**config.mk**
```make
export PLATFORM = sky130hd
export DESIGN_NAME = credit_gated_job_fifo_unit
export DESIGN_NICKNAME = d
export VERILOG_FILES = /design/src/rtl/core/cgjf_pkg.sv /design/src/rtl/core/cgjf_ram.sv /design/src/rtl/core/credit_gated_job_fifo_unit.sv
export SDC_FILE = /design/constraint.sdc
export NUM_CORES = 1
export LEC_CHECK = 0
export BUFFER_PORTS_ARGS = -buffer_cell sky130_fd_sc_hd__buf_2
export CAP_MARGIN = 40
export CORE_AREA = 2 2 244 246
export DETAILED_ROUTE_END_ITERATION = 7
export DIE_AREA = 0 0 246 248
export PLACE_DENSITY = 0.65
export SLEW_MARGIN = 30
export SYNTH_ARGS = -nofsm -noshare
export SYNTH_HDL_FRONTEND = slang
export SYNTH_SLANG_ARGS = --single-unit
```
**constraint.sdc**
```tcl
create_clock -name clk_i -period 7.4 [get_ports clk_i]
set_input_delay 1.48 -clock clk_i [delete_from_list [all_inputs] [get_ports clk_i]]
set_output_delay 1.48 -clock clk_i [all_outputs]
set_load 0.02 [all_outputs]
```
**src/rtl/core/cgjf_pkg.sv**
```systemverilog
// Shared types and constants for the credit gated job queue.
// Used by credit_gated_job_fifo_unit; depends on nothing.
package cgjf_pkg;

  localparam int unsigned DefStoreDepth = 16;
  localparam int unsigned DocW          = 32;
  localparam int unsigned CapW          = 5;
  localparam int unsigned CreditW       = 32;
  localparam int unsigned HeldW         = 5;
  localparam int unsigned ApbAddrW      = 3;
  localparam int unsigned ApbDataW      = 32;

  // Register byte addresses on the configuration port.
  localparam logic [ApbAddrW-1:0] RegQueueCapacity = 3'd0;
  localparam logic [ApbAddrW-1:0] RegInitialCredit = 3'd4;

  localparam logic [CapW-1:0] CapReset = 5'd16;

  typedef enum logic [1:0] {
    OP_ADD    = 2'd0,
    OP_REMOVE = 2'd1,
    OP_REFILL = 2'd2
  } op_e;

  typedef enum logic [1:0] {
    ST_OK        = 2'd0,
    ST_FULL      = 2'd1,
    ST_EMPTY     = 2'd2,
    ST_NO_CREDIT = 2'd3
  } status_e;

endpackage

```
**src/rtl/core/cgjf_ram.sv**
```systemverilog
// Generic single-write, single-read RAM with a registered read port.
// Stand-alone; instanced by credit_gated_job_fifo_unit for the job store.
module cgjf_ram #(
  parameter int unsigned WIDTH = 32,
  parameter int unsigned DEPTH = 16
) (
  input  logic                     clk_i,
  input  logic                     we_i,
  input  logic [$clog2(DEPTH)-1:0] waddr_i,
  input  logic [WIDTH-1:0]         wdata_i,
  input  logic                     re_i,
  input  logic [$clog2(DEPTH)-1:0] raddr_i,
  output logic [WIDTH-1:0]         rdata_o
);

  logic [WIDTH-1:0] mem_q [DEPTH];
  logic [WIDTH-1:0] rdata_q;

  always_ff @(posedge clk_i) begin
    if (we_i) begin
      mem_q[waddr_i] <= wdata_i;
    end
    if (re_i) begin
      rdata_q <= mem_q[raddr_i];
    end
  end

  assign rdata_o = rdata_q;

endmodule

```
**src/rtl/core/credit_gated_job_fifo_unit.sv**
```systemverilog
// Credit gated job queue: a bounded ring of document words whose removals use up credit.
// Depends on cgjf_pkg and cgjf_ram.
//
// Usage: each request on the slave stream carries an operation in tuser (add, remove,
// refill) and a 32-bit word in tdata. Every request yields exactly one result on the
// master stream: status in tuser, the removed word and the held count in tdata.
// The APB port sets the capacity (address 0) and the initial credit (address 4);
// writing the initial credit also loads the credit counter. Write it only while idle.
// A request accepted at an edge is shown in the cycle after it. All
// decisions are made from the count, capacity and credit at the accepting edge; the
// store is read through the RAM's registered port, which holds the word for the result.
// Throughput is one request per cycle as long as the receiver takes results, since
// s_axis_tready is high whenever the result register is empty or being drained.
// When the receiver stalls, the result holds and no new request is taken.
// Reset clears pointers, count, credit and the output valid; capacity returns to 16.
// The store itself is not cleared: only words that were added are ever read.
module credit_gated_job_fifo_unit
  import cgjf_pkg::*;
#(
  parameter int unsigned STORE_DEPTH = DefStoreDepth
) (
  input  logic                clk_i,
  input  logic                rst_ni,
  // Request stream.
  input  logic                s_axis_tvalid,
  output logic                s_axis_tready,
  input  logic [31:0]         s_axis_tdata,   // [31:0] value
  input  logic [1:0]          s_axis_tuser,   // [1:0] operation
  // Result stream.
  output logic                m_axis_tvalid,
  input  logic                m_axis_tready,
  output logic [39:0]         m_axis_tdata,   // [31:0] document_out, [36:32] held_count
  output logic [1:0]          m_axis_tuser,   // [1:0] status
  // Configuration port.
  input  logic                psel,
  input  logic                penable,
  input  logic                pwrite,
  input  logic [ApbAddrW-1:0] paddr,
  input  logic [ApbDataW-1:0] pwdata,
  output logic [ApbDataW-1:0] prdata,
  output logic                pready
);

  localparam int unsigned PtrW = $clog2(STORE_DEPTH);
  localparam int unsigned CntW = $clog2(STORE_DEPTH + 1);
  localparam int unsigned CmpW = (CntW > CapW) ? CntW : CapW;
  localparam logic [PtrW-1:0] LastPtr   = PtrW'(STORE_DEPTH - 1);
  localparam logic [CmpW-1:0] DepthCmp  = CmpW'(STORE_DEPTH);

  logic [PtrW-1:0]    rd_ptr_q, rd_ptr_d;
  logic [PtrW-1:0]    wr_ptr_q, wr_ptr_d;
  logic [CntW-1:0]    count_q, count_d;
  logic [CreditW-1:0] credit_q, credit_d;
  logic [CapW-1:0]    cap_q, cap_d;
  logic [CreditW-1:0] init_credit_q, init_credit_d;

  logic               out_valid_q, out_valid_d;
  status_e            status_q, status_d;
  logic [HeldW-1:0]   held_q, held_d;
  logic               doc_sel_q, doc_sel_d;

  logic               in_fire;
  logic               cfg_write;
  logic               push, pop;
  logic [CmpW-1:0]    cap_cmp, cap_eff;
  logic [DocW-1:0]    ram_rdata;
  op_e                op;

  assign s_axis_tready = !out_valid_q || m_axis_tready;
  assign in_fire       = s_axis_tvalid && s_axis_tready;
  assign cfg_write     = psel && penable && pwrite;
  assign op            = op_e'(s_axis_tuser);

  assign cap_cmp = CmpW'(cap_q);
  assign cap_eff = (cap_cmp > DepthCmp) ? DepthCmp : cap_cmp;

  always_comb begin
    push          = 1'b0;
    pop           = 1'b0;
    status_d      = ST_OK;
    credit_d      = credit_q;
    cap_d         = cap_q;
    init_credit_d = init_credit_q;

    if (in_fire) begin
      unique case (op)
        OP_ADD: begin
          if (CmpW'(count_q) >= cap_eff) begin
            status_d = ST_FULL;
          end else begin
            push = 1'b1;
          end
        end
        OP_REMOVE: begin
          if (count_q == '0) begin
            status_d = ST_EMPTY;
          end else if (credit_q == '0) begin
            status_d = ST_NO_CREDIT;
          end else begin
            pop      = 1'b1;
            credit_d = credit_q - CreditW'(1);
          end
        end
        OP_REFILL: begin
          credit_d = s_axis_tdata;
        end
        default: begin
        end
      endcase
    end

    // The user must make configuration writes only while the queue is idle; the block does not enforce it.
    if (cfg_write) begin
      unique case (paddr)
        RegQueueCapacity: cap_d = pwdata[CapW-1:0];
        RegInitialCredit: begin
          init_credit_d = pwdata;
          credit_d      = pwdata;
        end
        default: begin
        end
      endcase
    end
  end

  always_comb begin
    rd_ptr_d = rd_ptr_q;
    wr_ptr_d = wr_ptr_q;
    count_d  = count_q;
    if (push) begin
      wr_ptr_d = (wr_ptr_q == LastPtr) ? '0 : wr_ptr_q + PtrW'(1);
      count_d  = count_q + CntW'(1);
    end
    if (pop) begin
      rd_ptr_d = (rd_ptr_q == LastPtr) ? '0 : rd_ptr_q + PtrW'(1);
      count_d  = count_q - CntW'(1);
    end
  end

  always_comb begin
    out_valid_d = out_valid_q;
    held_d      = held_q;
    doc_sel_d   = doc_sel_q;
    if (in_fire) begin
      out_valid_d = 1'b1;
      held_d      = HeldW'(count_d);
      doc_sel_d   = pop;
    end else if (m_axis_tready) begin
      out_valid_d = 1'b0;
    end
  end

  always_ff @(posedge clk_i or negedge rst_ni) begin
    if (!rst_ni) begin
      rd_ptr_q      <= '0;
      wr_ptr_q      <= '0;
      count_q       <= '0;
      credit_q      <= '0;
      cap_q         <= CapReset;
      init_credit_q <= '0;
      out_valid_q   <= 1'b0;
      held_q        <= '0;
      doc_sel_q     <= 1'b0;
      status_q      <= ST_OK;
    end else begin
      rd_ptr_q      <= rd_ptr_d;
      wr_ptr_q      <= wr_ptr_d;
      count_q       <= count_d;
      credit_q      <= credit_d;
      cap_q         <= cap_d;
      init_credit_q <= init_credit_d;
      out_valid_q   <= out_valid_d;
      held_q        <= held_d;
      doc_sel_q     <= doc_sel_d;
      if (in_fire) begin
        status_q <= status_d;
      end
    end
  end

  // A word is only read after the edge that wrote it, so no bypass is needed.
  cgjf_ram #(
    .WIDTH (DocW),
    .DEPTH (STORE_DEPTH)
  ) u_store (
    .clk_i   (clk_i),
    .we_i    (push),
    .waddr_i (wr_ptr_q),
    .wdata_i (s_axis_tdata),
    .re_i    (pop),
    .raddr_i (rd_ptr_q),
    .rdata_o (ram_rdata)
  );

  assign m_axis_tvalid = out_valid_q;
  assign m_axis_tuser  = status_q;
  assign m_axis_tdata  = {3'b000, held_q, (doc_sel_q ? ram_rdata : {DocW{1'b0}})};

  always_comb begin
    unique case (paddr)
      RegQueueCapacity: prdata = ApbDataW'(cap_q);
      RegInitialCredit: prdata = init_credit_q;
      default:          prdata = '0;
    endcase
  end

  assign pready = 1'b1;

endmodule
```
After elaboration in Yosys (flattened, before gate mapping)

Memory sizes are Yosys's and may differ from the RTL's. A register that Yosys moved wholly into a read port is not among the register bits.
Cells that the tools add are included.

Register bits after elaboration: 91
Bits in writable memories: 512
Input port bits: 76
Output and inout port bits: 77
Logic and storage cells: 63
Memories kept: 1

Memory list:

| memory        | words | width | rd ports | clocked after memory_dff | write ports | line           | text |
|---|---|---|---|---|---|---|---|
| u_store.mem_q | 16    | 32    | 1        | 1                        | 1           | cgjf_ram.sv:16 | `logic [WIDTH-1:0] mem_q [DEPTH];` |

Add/subtract/negate cells: 5
Order comparisons: 2
Equality and inequality tests: 5
Multiplexer cells: 28
Reductions and logical operators: 12

Operator list:

| cell                  | number |
|---|---|
| $mux 32               | 6 |
| $pmux 32 s2           | 2 |
| $logic_not 32->1      | 1 |
| $sub 32x1->32 const B | 1 |
| $mux 5                | 3 |
| $mux 1                | 12 |
| $add 4x1->4 const B   | 2 |
| $eq 4x4->1 const B    | 2 |
| $mux 4                | 2 |
| $add 5x1->5 const B   | 1 |
| $ge 5x5->1            | 1 |
| $gt 5x5->1 const B    | 1 |
| $logic_not 5->1       | 1 |
| $sub 5x1->5 const B   | 1 |
| $mux 2                | 2 |
| $pmux 2 s2            | 1 |
| $reduce_and 2->1      | 2 |
| $eq 3x3->1 const B    | 1 |
| $logic_and 1x1->1     | 3 |
| $logic_not 3->1       | 1 |
| $eq 2x1->1 const B    | 1 |
| $eq 2x2->1 const B    | 1 |
| $logic_not 2->1       | 1 |
| $reduce_bool 2->1     | 1 |
| 2 further kinds       | 2 |

Longest topological paths before layout

Gate-level depths: netlist (run 1).

Word-level depth: 8
Gate-level depth with buffers: 10
Mapped depth without buffers: 9

By module

Synthesis (run 1) repeated with hierarchy kept, for this count alone.

Cell total of the unflattened synthesis: 1527
Area, all modules: 25951.1 um^2

By module, submodules not included:

| module                     | instances | cells each | area each (um^2) | seq. area each (um^2) |
|---|---|---|---|---|
| cgjf_ram                   | 1         | 838        | 20174.3          | 16335.7 |
| credit_gated_job_fifo_unit | 1         | 689        | 5776.8           | 2278.4 |

Least setup slack after synthesis (run 1)

OpenSTA, ideal clock, no wires.

Path type: input port to flip-flop
From: input port m_axis_tready
To: memory u_store.mem_q[0][0] (enable)
Library setup time: 0.502 ns
Arrival: 5.273 ns
Required time: 6.898 ns
Slack: 1.626 ns
Stages: 4
Buffers on the path: 0
Cell sequence: nand2b_1 > nand4b_1 > a21o_1 > nor4_1

Word-level cells in the longest chain between the ends: 5

Ends and longest elaborated chain:

| what                         | line                             | text |
|---|---|---|
| start, declared              | credit_gated_job_fifo_unit.sv:31 | `input logic m_axis_tready,` |
| $logic_or 1x1->1             | credit_gated_job_fifo_unit.sv:69 | `assign s_axis_tready = !out_valid_q \|\| m_axis_tready;` |
| $logic_and 1x1->1            | credit_gated_job_fifo_unit.sv:70 | `assign in_fire = s_axis_tvalid && s_axis_tready;` |
| $mux 1                       | credit_gated_job_fifo_unit.sv:85 | `if (in_fire) begin` |
| $mux 1                       | cgjf_ram.sv:20                   | `if (we_i) begin` |
| $mux 1 (not written as such) | cgjf_ram.sv:21                   | `mem_q[waddr_i] <= wdata_i;` |
| end, declared                | cgjf_ram.sv:16                   |  |

Every way passes these cells.

Worst setup path after layout (run 1)

From: input port paddr[1]
To: output port prdata[26]

Word-level cells in the longest chain between the ends: 2
Elaborated cells between the ends (all ways): 3
Classes of those cells: eq/ne (1); mux (1); reduce/logical (1)

Ends and longest elaborated chain:

| what                                          | line                              | text |
|---|---|---|
| start, declared                               | credit_gated_job_fifo_unit.sv:38  | `input logic [ApbAddrW-1:0] paddr,` |
| $eq 3x3->1 or $logic_not 3->1 (tied branches) | credit_gated_job_fifo_unit.sv:200 | `unique case (paddr)` |
| $pmux 32 s2 *                                 | credit_gated_job_fifo_unit.sv:200 |  |
| end, declared                                 | credit_gated_job_fifo_unit.sv:40  | `output logic [ApbDataW-1:0] prdata,` |

Every way passes the cells marked *; elsewhere a longest branch is shown, timed or not.

==> flow_results.xml, run 1 <==
<?xml version="1.0" encoding="UTF-8"?>
<metrics>
  <group name="status">
    <metric name="status" unit="">finished, final reports clean</metric>
  </group>
  <group name="critical_path">
    <metric name="worst_setup_path_end_kind" unit="">output port</metric>
    <metric name="required_time_worst_endpoint" unit="ns">5.92</metric>
    <metric name="worst_path_most_repeated_cell" unit="">buf_2</metric>
    <metric name="critical_path.reg2reg.endpoint" unit="">u_store.mem_q[13][16]</metric>
    <metric name="crit-reg2reg-launch" unit="">cap_cmp[4]</metric>
    <metric name="crit_chain" unit="">buf_2 -&gt; or2_2 -&gt; nor2_2 -&gt; buf_6 -&gt; and2_1 -&gt; buf_2</metric>
    <metric name="peak_per_stage_delay_on_the_critical_path" unit="ns">0.38</metric>
    <metric name="worst-r2r-cell-count" unit="">8</metric>
    <metric name="worstPathMaxFanout" unit="">27</metric>
    <metric name="worst_path_max_delay_cell" unit="">or2_2</metric>
    <metric name="setup.worst_path.start_class" unit="">input pin</metric>
    <metric name="worstPathArrival" unit="ns">2.62</metric>
    <metric name="r2r_setup_slack" unit="ns">3.63</metric>
    <metric name="ws_path_type" unit="">input pin to output port</metric>
  </group>
  <group name="die">
    <metric name="boundaryPins" unit="">153</metric>
    <metric name="rows" unit="">89</metric>
    <metric name="die_h" unit="µm">248</metric>
    <metric name="die_width" unit="µm">246</metric>
    <metric name="placeableCoreArea" unit="µm²">58460</metric>
    <metric name="initial_utilization" unit="%">44.43</metric>
    <metric name="total_die_area" unit="µm²">61010</metric>
  </group>
  <group name="timing">
    <metric name="setup_viol" unit="">0</metric>
    <metric name="timing.clock.skew" unit="ns">0.02069</metric>
    <metric name="fin_crit_sh" unit="%">55.35</metric>
    <metric name="period_needed" unit="ns">4.096</metric>
    <metric name="timing_hold_violations_final" unit="">0</metric>
    <metric name="timing.setup.tns" unit="ns">0</metric>
    <metric name="timing.final.max_slew_violations" unit="">0</metric>
    <metric name="rsz0062_at_grt" unit="">no</metric>
    <metric name="fmaxAchievable" unit="GHz">0.2441</metric>
    <metric name="tightestPinTransition" unit="ns">0.8017</metric>
    <metric name="setup_ws" unit="ns">3.304</metric>
    <metric name="max_slew_margin" unit="%">46.55</metric>
  </group>
  <group name="final_layout">
    <metric name="filler_cell_count" unit="">4702</metric>
    <metric name="final_net_count" unit="">1725</metric>
    <metric name="drive_gt1_share" unit="%">29.12</metric>
    <metric name="multi_input_comb_area" unit="µm²">7049</metric>
    <metric name="area_overhead_vs_synth" unit="%">15.59</metric>
    <metric name="sequential_standard_cell_area" unit="µm²">18620</metric>
    <metric name="final_util" unit="%">51.35</metric>
  </group>
  <group name="routing">
    <metric name="routed-via-count" unit="">14020</metric>
    <metric name="met1_length" unit="µm">25020</metric>
    <metric name="detail_route.first_pass.iterations" unit="">5</metric>
    <metric name="ant_nets" unit="">0</metric>
    <metric name="post_drt_wl_per_cell" unit="µm">23.70</metric>
    <metric name="wirelength" unit="µm">58300</metric>
    <metric name="drt_first_iter_violations" unit="">1400</metric>
    <metric name="post-route-drc-count" unit="">0</metric>
    <metric name="viasPerCell" unit="">5.700</metric>
    <metric name="routed-wl-met2" unit="µm">28200</metric>
    <metric name="topRoutingLayerUsed" unit="">met4</metric>
    <metric name="met3_length" unit="µm">3499</metric>
  </group>
  <group name="global_routing">
    <metric name="antenna_found_initial" unit="">1</metric>
    <metric name="gr-usage-all-layers" unit="%">19.36</metric>
    <metric name="global_route_wire_length_before_repair" unit="µm">88230</metric>
    <metric name="grt_start_max_net_pins" unit="">52</metric>
    <metric name="grt_pass1_vias" unit="">14380</metric>
    <metric name="grt_overflow" unit="">0</metric>
  </group>
  <group name="logic_synthesis">
    <metric name="synth_area_per_cell" unit="µm²">17.75</metric>
    <metric name="synth_common_cells" unit="">edfxtp_1, mux4_2, nand2_1</metric>
    <metric name="synth_warnings" unit="">0</metric>
    <metric name="synth_seq_area_share" unit="%">71.67</metric>
    <metric name="synth_most_common_cell" unit="">edfxtp_1</metric>
    <metric name="syn_area" unit="µm²">25970</metric>
    <metric name="synth_edf_count" unit="">544</metric>
    <metric name="synth_cell_type_count" unit="">68</metric>
    <metric name="yosys.area.top_type" unit="">edfxtp_1</metric>
    <metric name="yosysTopAreaCellShare" unit="%">62.89</metric>
    <metric name="synth_top_cells_by_area" unit="">edfxtp_1, mux4_2, dfrtp_1</metric>
    <metric name="yosys_register_bits" unit="">635</metric>
    <metric name="synthesized_netlist_cell_count" unit="">1463</metric>
    <metric name="synthFlopType" unit="">edfxtp_1</metric>
    <metric name="synth-async-reset-ratio" unit="%">14.33</metric>
  </group>
  <group name="pwr">
    <metric name="leakage_power" unit="µW">0.01043</metric>
    <metric name="switching_share" unit="%">27.38</metric>
    <metric name="cellInternalPower" unit="µW">7203</metric>
    <metric name="cellPowerDensity" unit="nW/µm²">330.4</metric>
    <metric name="part_of_the_total_power_dissipated_in_the_clock_network" unit="%">33.4</metric>
    <metric name="pwr-share-comb" unit="%">21.6</metric>
    <metric name="net-switching-power" unit="µW">2716</metric>
    <metric name="seq_power_share" unit="%">44.9</metric>
    <metric name="max-vdd-ir-drop" unit="mV">0.2001</metric>
  </group>
  <group name="clock_network">
    <metric name="post_cts_resized" unit="">0</metric>
    <metric name="postCtsSetupRepairBufs" unit="">0</metric>
    <metric name="number_of_buffers_created_by_cts" unit="">66</metric>
    <metric name="htreeDepth" unit="">3</metric>
    <metric name="clockRootBuffer" unit="">clkbuf_16</metric>
    <metric name="clockBufferDepth" unit="">3</metric>
    <metric name="tritoncts_clock_tree" unit="">built</metric>
    <metric name="cts.sinks" unit="">635</metric>
    <metric name="clock_transition_at_the_registers_of_the_reported_paths" unit="ns">0.06</metric>
    <metric name="clock_insertion_delay_worst_skew" unit="ns">0.59</metric>
    <metric name="post_cts_hold_fix_bufs" unit="">0</metric>
  </group>
  <group name="hold_path">
    <metric name="holdPathStages" unit="">2</metric>
    <metric name="worstHoldEndpoint" unit="">init_credit_q[21]</metric>
    <metric name="hold_start" unit="">init_credit_q[21]</metric>
    <metric name="hold_path.class" unit="">flop to flop</metric>
  </group>
  <group name="placement">
    <metric name="numPortBuffers" unit="">148</metric>
    <metric name="dp_hpwl" unit="µm">35500</metric>
    <metric name="post-place-ws" unit="ns">2.887</metric>
    <metric name="gp_congestion" unit="">0.8958</metric>
  </group>
  <group name="flow_run">
    <metric name="cap_viol_max_count" unit="">0</metric>
  </group>
</metrics>
[final cells by class]
type | instances | area share (%)
Inverter | 19 | 0.2375
Tap cell | 773 | 3.222
Clock inverter | 43 | 1.450
Clock buffer | 79 | 5.805
Antenna cell | 1 | 0.008335
Multi-Input combinational cell | 725 | 23.48
Sequential cell | 635 | 62.03
Timing Repair Buffer | 185 | 3.763
[power by group through the flow]
stage | Clock, µW | Combinational, µW | Sequential (µW)
after floorplan | 0 | 1700 | 4350
after CTS | 3380 | 2170 | 4460
after detailed placement | 0 | 2170 | 4530
after global routing | 3510 | 2330 | 4500
final | 3320 | 2140 | 4460
after global placement | 0 | 2080 | 4560
[layout by cell type, fill, tap and decap left out, drive strengths merged, types with 6 or more instances in the layout]
cell type and n:
xnor2 6, clkbuf 79, mux2i 9, a31oi 6, nor3 21, nand4 6, and3 24, and2 67
or3 18, edfxtp 544, bufinv 7, o21ai 17, or4 10, buf 185, nand3 32, o211ai 8
a21oi 40, inv 22, dfrtp 90, clkinv 31, mux4 160, a211oi 6, nor2 42, nor4 15
ha 17, nand2 149, mux2 9
[critical path, delay by kind of cell]
family | cells | cell delay (ns)
buffers and inverters | 3 | 0.45
and+or+nand+nor | 3 | 0.67
[flip-flops by register name, summed over array words and instances, names as in the netlist]
name             count
u_store.rdata_o     32
cap_cmp              5
wr_ptr_q             4
count_q              5
m_axis_tvalid        1
init_credit_q       32
u_store.mem_q      512
m_axis_tuser         2
credit_q            32
doc_sel_q            1
rd_ptr_q             4
held_q               5
[how the worst max path moves through the flow]
stage                  startpoint                   to  depth (start not counted)
floorplan           m_axis_tready  u_store.mem_q[0][0]                          4
finish                   paddr[1]           prdata[26]                          6
global route             paddr[1]           prdata[25]                          6
CTS                      paddr[1]           prdata[26]                          5
global placement         paddr[1]           prdata[21]                          5
detailed placement       paddr[1]           prdata[21]                          5
[per-layer routing]
metal / track usage (%) / vias to the layer above
met5: 0 / -
met4: 6.863 / 0
met3: 3.082 / 94
met2: 31.10 / 526
met1: 27.03 / 7241
li1: - / 6161
[metrics by stage]
stage	cells	hold slack (ns)	power [µW]	instance area (µm²)
3_3_place_gp	2328	0.4579	6641	27660
5_1_grt	2460	0.4924	10340	30020
3_5_place_dp	2334	0.4554	6697	27800
2_1_floorplan	1465	0.4374	6046	25980
6_report	2460	0.4723	9919	30020
4_1_cts	2456	0.4786	10010	29980
[cells by family after synthesis]
kind of cell             synth area share, %
buffers and inverters                  1.580
adder cells (fa/ha/maj)               0.8189
AO/OA/AOI/OAI                          3.150
XOR/XNOR                              0.2360
other                                0.02891
flip-flops                             71.67
multiplexers                           14.61
AND/OR/NAND/NOR                        7.910
Note: power is estimated with default switching activity, not from simulation.
==> run 2: changes to the inputs <==
- ABC_AREA: not set -> 1
- CORE_AREA: 2 2 244 246 -> 2 2 248 250
- DIE_AREA: 0 0 246 248 -> 0 0 250 252
- PLACE_DENSITY: 0.65 -> 0.68
- clock period: 7.4 -> 3.3 ns (I/O delays scaled with it)
==> flow_results.xml, run 2 <==
<?xml version="1.0" encoding="UTF-8"?>
<metrics>
  <group name="timing">
    <metric name="timing.clock.skew" unit="ns">0.02997</metric>
    <metric name="fmaxAchievable" unit="GHz">0.3683</metric>
    <metric name="whs" unit="ns">0.2761</metric>
    <metric name="fin_crit_sh" unit="%">82.27</metric>
    <metric name="max_slew_margin" unit="%">45.43</metric>
    <metric name="timing.setup.tns" unit="ns">0</metric>
    <metric name="rsz0062_at_grt" unit="">no</metric>
    <metric name="period_needed" unit="ns">2.715</metric>
    <metric name="timing.final.max_slew_violations" unit="">0</metric>
    <metric name="tightestPinTransition" unit="ns">0.8186</metric>
    <metric name="timing_hold_violations_final" unit="">0</metric>
    <metric name="setup_viol" unit="">0</metric>
  </group>
  <group name="final_layout">
    <metric name="drive_gt1_share" unit="%">13.97</metric>
    <metric name="finalInstanceArea" unit="µm²">30950</metric>
    <metric name="mostFrequentLayoutCell" unit="">edfxtp_1</metric>
    <metric name="area_overhead_vs_synth" unit="%">15.01</metric>
    <metric name="multi_input_comb_area" unit="µm²">7261</metric>
    <metric name="registers.top_by_ff_count" unit="">u_store.mem_q</metric>
    <metric name="sequential_standard_cell_area" unit="µm²">18620</metric>
    <metric name="layout_common_cells" unit="">edfxtp_1, nand2_1, nor2_1</metric>
    <metric name="largest_register_ffs" unit="">512</metric>
    <metric name="final_net_count" unit="">2633</metric>
    <metric name="filler_cell_count" unit="">5197</metric>
  </group>
  <group name="critical_path">
    <metric name="worstPathArrival" unit="ns">2.98</metric>
    <metric name="worst-r2r-cell-count" unit="">11</metric>
    <metric name="required_time_worst_endpoint" unit="ns">3.57</metric>
    <metric name="worst_path_max_delay_cell" unit="">dfstp_2</metric>
    <metric name="worstPathMaxFanout" unit="">20</metric>
    <metric name="worst_path_most_repeated_cell" unit="">nand2_1</metric>
    <metric name="crit_chain" unit="">inv_1 -&gt; ha_1 -&gt; a21oi_1 -&gt; o21a_1 -&gt; nand2_1 -&gt; inv_1 -&gt; nand2_1 -&gt; clkinv_1 -&gt; nand2_1 -&gt; nor2_4 -&gt; buf_4</metric>
    <metric name="setup.worst_path.start_class" unit="">flop</metric>
    <metric name="peak_per_stage_delay_on_the_critical_path" unit="ns">0.52</metric>
    <metric name="ws_path_type" unit="">flop to flop</metric>
    <metric name="worst_setup_path_end_kind" unit="">flop</metric>
  </group>
  <group name="logic_synthesis">
    <metric name="yosys_register_bits" unit="">635</metric>
    <metric name="synth_warnings" unit="">0</metric>
    <metric name="syn_area" unit="µm²">26910</metric>
    <metric name="yosysTopAreaCellShare" unit="%">60.71</metric>
    <metric name="synth-async-reset-ratio" unit="%">14.33</metric>
    <metric name="synth_area_per_cell" unit="µm²">11.21</metric>
    <metric name="synth_most_common_cell" unit="">edfxtp_1</metric>
    <metric name="synth_edf_count" unit="">544</metric>
    <metric name="synth_common_cells" unit="">edfxtp_1, nand2_1, nor2_1</metric>
    <metric name="synth_top_cells_by_area" unit="">edfxtp_1, dfrtp_1, o21ai_0</metric>
    <metric name="synthesized_netlist_cell_count" unit="">2400</metric>
    <metric name="synth_cell_type_count" unit="">41</metric>
    <metric name="synthFlopType" unit="">edfxtp_1</metric>
    <metric name="synth_seq_area_share" unit="%">69.17</metric>
    <metric name="yosys.area.top_type" unit="">edfxtp_1</metric>
  </group>
  <group name="routing">
    <metric name="post-route-drc-count" unit="">0</metric>
    <metric name="post_drt_wl_per_cell" unit="µm">20.36</metric>
    <metric name="detail_route.first_pass.iterations" unit="">5</metric>
    <metric name="wirelength" unit="µm">68690</metric>
    <metric name="routed-via-count" unit="">18840</metric>
    <metric name="ant_nets" unit="">0</metric>
    <metric name="viasPerCell" unit="">5.583</metric>
    <metric name="drt_first_iter_violations" unit="">1885</metric>
  </group>
  <group name="clock_network">
    <metric name="clockBufferDepth" unit="">3</metric>
    <metric name="cts.sinks" unit="">635</metric>
    <metric name="clock_insertion_delay_worst_skew" unit="ns">0.61</metric>
    <metric name="postCtsSetupRepairBufs" unit="">0</metric>
    <metric name="post_cts_resized" unit="">0</metric>
    <metric name="htreeDepth" unit="">3</metric>
    <metric name="clock_transition_at_the_registers_of_the_reported_paths" unit="ns">0.06</metric>
    <metric name="tritoncts_clock_tree" unit="">built</metric>
    <metric name="clockRootBuffer" unit="">clkbuf_16</metric>
    <metric name="number_of_buffers_created_by_cts" unit="">68</metric>
  </group>
  <group name="die">
    <metric name="die_h" unit="µm">252</metric>
    <metric name="total_die_area" unit="µm²">63000</metric>
    <metric name="boundaryPins" unit="">153</metric>
    <metric name="die_width" unit="µm">250</metric>
    <metric name="initial_utilization" unit="%">44.75</metric>
    <metric name="rows" unit="">90</metric>
    <metric name="placeableCoreArea" unit="µm²">60130</metric>
  </group>
  <group name="placement">
    <metric name="dp_hpwl" unit="µm">43400</metric>
    <metric name="numPortBuffers" unit="">148</metric>
    <metric name="dpl-instance-area" unit="µm²">28810</metric>
    <metric name="gp_congestion" unit="">0.9136</metric>
  </group>
  <group name="global_routing">
    <metric name="grt_pass1_vias" unit="">18360</metric>
    <metric name="global_route_wire_length_before_repair" unit="µm">105700</metric>
    <metric name="grt_start_max_net_pins" unit="">180</metric>
    <metric name="antenna_found_initial" unit="">1</metric>
    <metric name="gr-usage-all-layers" unit="%">21.72</metric>
    <metric name="grt_overflow" unit="">0</metric>
  </group>
  <group name="pwr">
    <metric name="leakage_power" unit="µW">0.01161</metric>
    <metric name="max-vdd-ir-drop" unit="mV">0.5576</metric>
    <metric name="total_power" unit="µW">23930</metric>
    <metric name="cellPowerDensity" unit="nW/µm²">773.2</metric>
  </group>
  <group name="flow_run">
    <metric name="cap_viol_max_count" unit="">0</metric>
  </group>
  <group name="hold_path">
    <metric name="hold_path.class" unit="">input pin to flop</metric>
    <metric name="holdPathStages" unit="">3</metric>
  </group>
  <group name="status">
    <metric name="status" unit="">finished, final reports clean</metric>
  </group>
</metrics>
run 2: cell count changes in the layout (fill, tap and decap cells not counted), sizes merged, moves of 80 or more:
cell   before  now
mux4      160    0
inv        22  150
nand3      32  134
nor2       42  373
nand2     149  401
o22ai       1   81
o21ai      17  318
run 2: cell type report:
class / instances / area share [%]
inverter: 147 / 1.799
tap: 782 / 3.161
timing repair buffer: 210 / 4.576
clock buffer: 87 / 5.830
antenna: 1 / 0.008085
sequential: 635 / 60.17
multi-input combinational: 1478 / 23.46
clock inverter: 34 / 0.9945
run 2: path summary, 6_finish.rpt:
check	start	endpoint	slack, ns
max	cap_cmp[4]	u_store.mem_q[10][28]	0.58
min	pwdata[15]	credit_q[15]	0.28
max reg2reg	cap_cmp[4]	u_store.mem_q[10][28]	0.58
min reg2reg	held_q[3]	held_q[3]	0.47
max in group asynchronous	rst_ni	held_q[2]	1.94
min in group asynchronous	rst_ni	init_credit_q[22]	0.54
run 2: what timing repair did:
action	4_1_cts	5_1_grt
setup endpoints to repair	0	0
hold buffers	1	0
endpoints found under the hold margin	27	0
run 2: cell families after synthesis:
family                     share of synthesized area [%]
AOI/OAI and AO/OA                                  10.98
xor gates and xnor gates                          0.3255
adders and majority gates                         0.7904
buffers and inverters                              4.385
DFF                                                69.17
other                                            0.02791
and+or+nand+nor                                    14.32
run 2: worst max-delay path, delay by kind of cell (launching register included):
family	cells	cell delay (ns)
flops	1	0.52
compound gates	2	0.31
fa+ha+maj	1	0.30
buf+inv	4	0.60
simple gates	4	0.63
run 2: per-layer routing:
layer	GRT usage [%]	vias up	part of all wire, %
met4	7.887	0	2.9
li1	-	8728	-
met1	30.81	9160	43
met2	33.63	833	45
met5	0	-	0
met3	4.065	117	9.0
run 2: metrics by stage:
step                      util (%)  std cells  worst slack [ns]
after floorplan                  -       2402          -0.01800
after global placement       47.77       3247            0.5121
after detailed placement     47.91       3250            0.5777
after CTS                    51.44       3372            0.5689
after global routing         51.47       3374            0.4005
final                        51.47       3374            0.5850
run 2: where the power goes:
| part | switching [µW] | leakage (µW) | internal [µW] | total (µW) |
|---|---|---|---|---|
| Sequential | 493 | 0.00595 | 9350 | 9840 |
| Combinational | 4760 | 0.00463 | 2040 | 6800 |
| Clock | 3080 | 0.00103 | 4210 | 7290 |
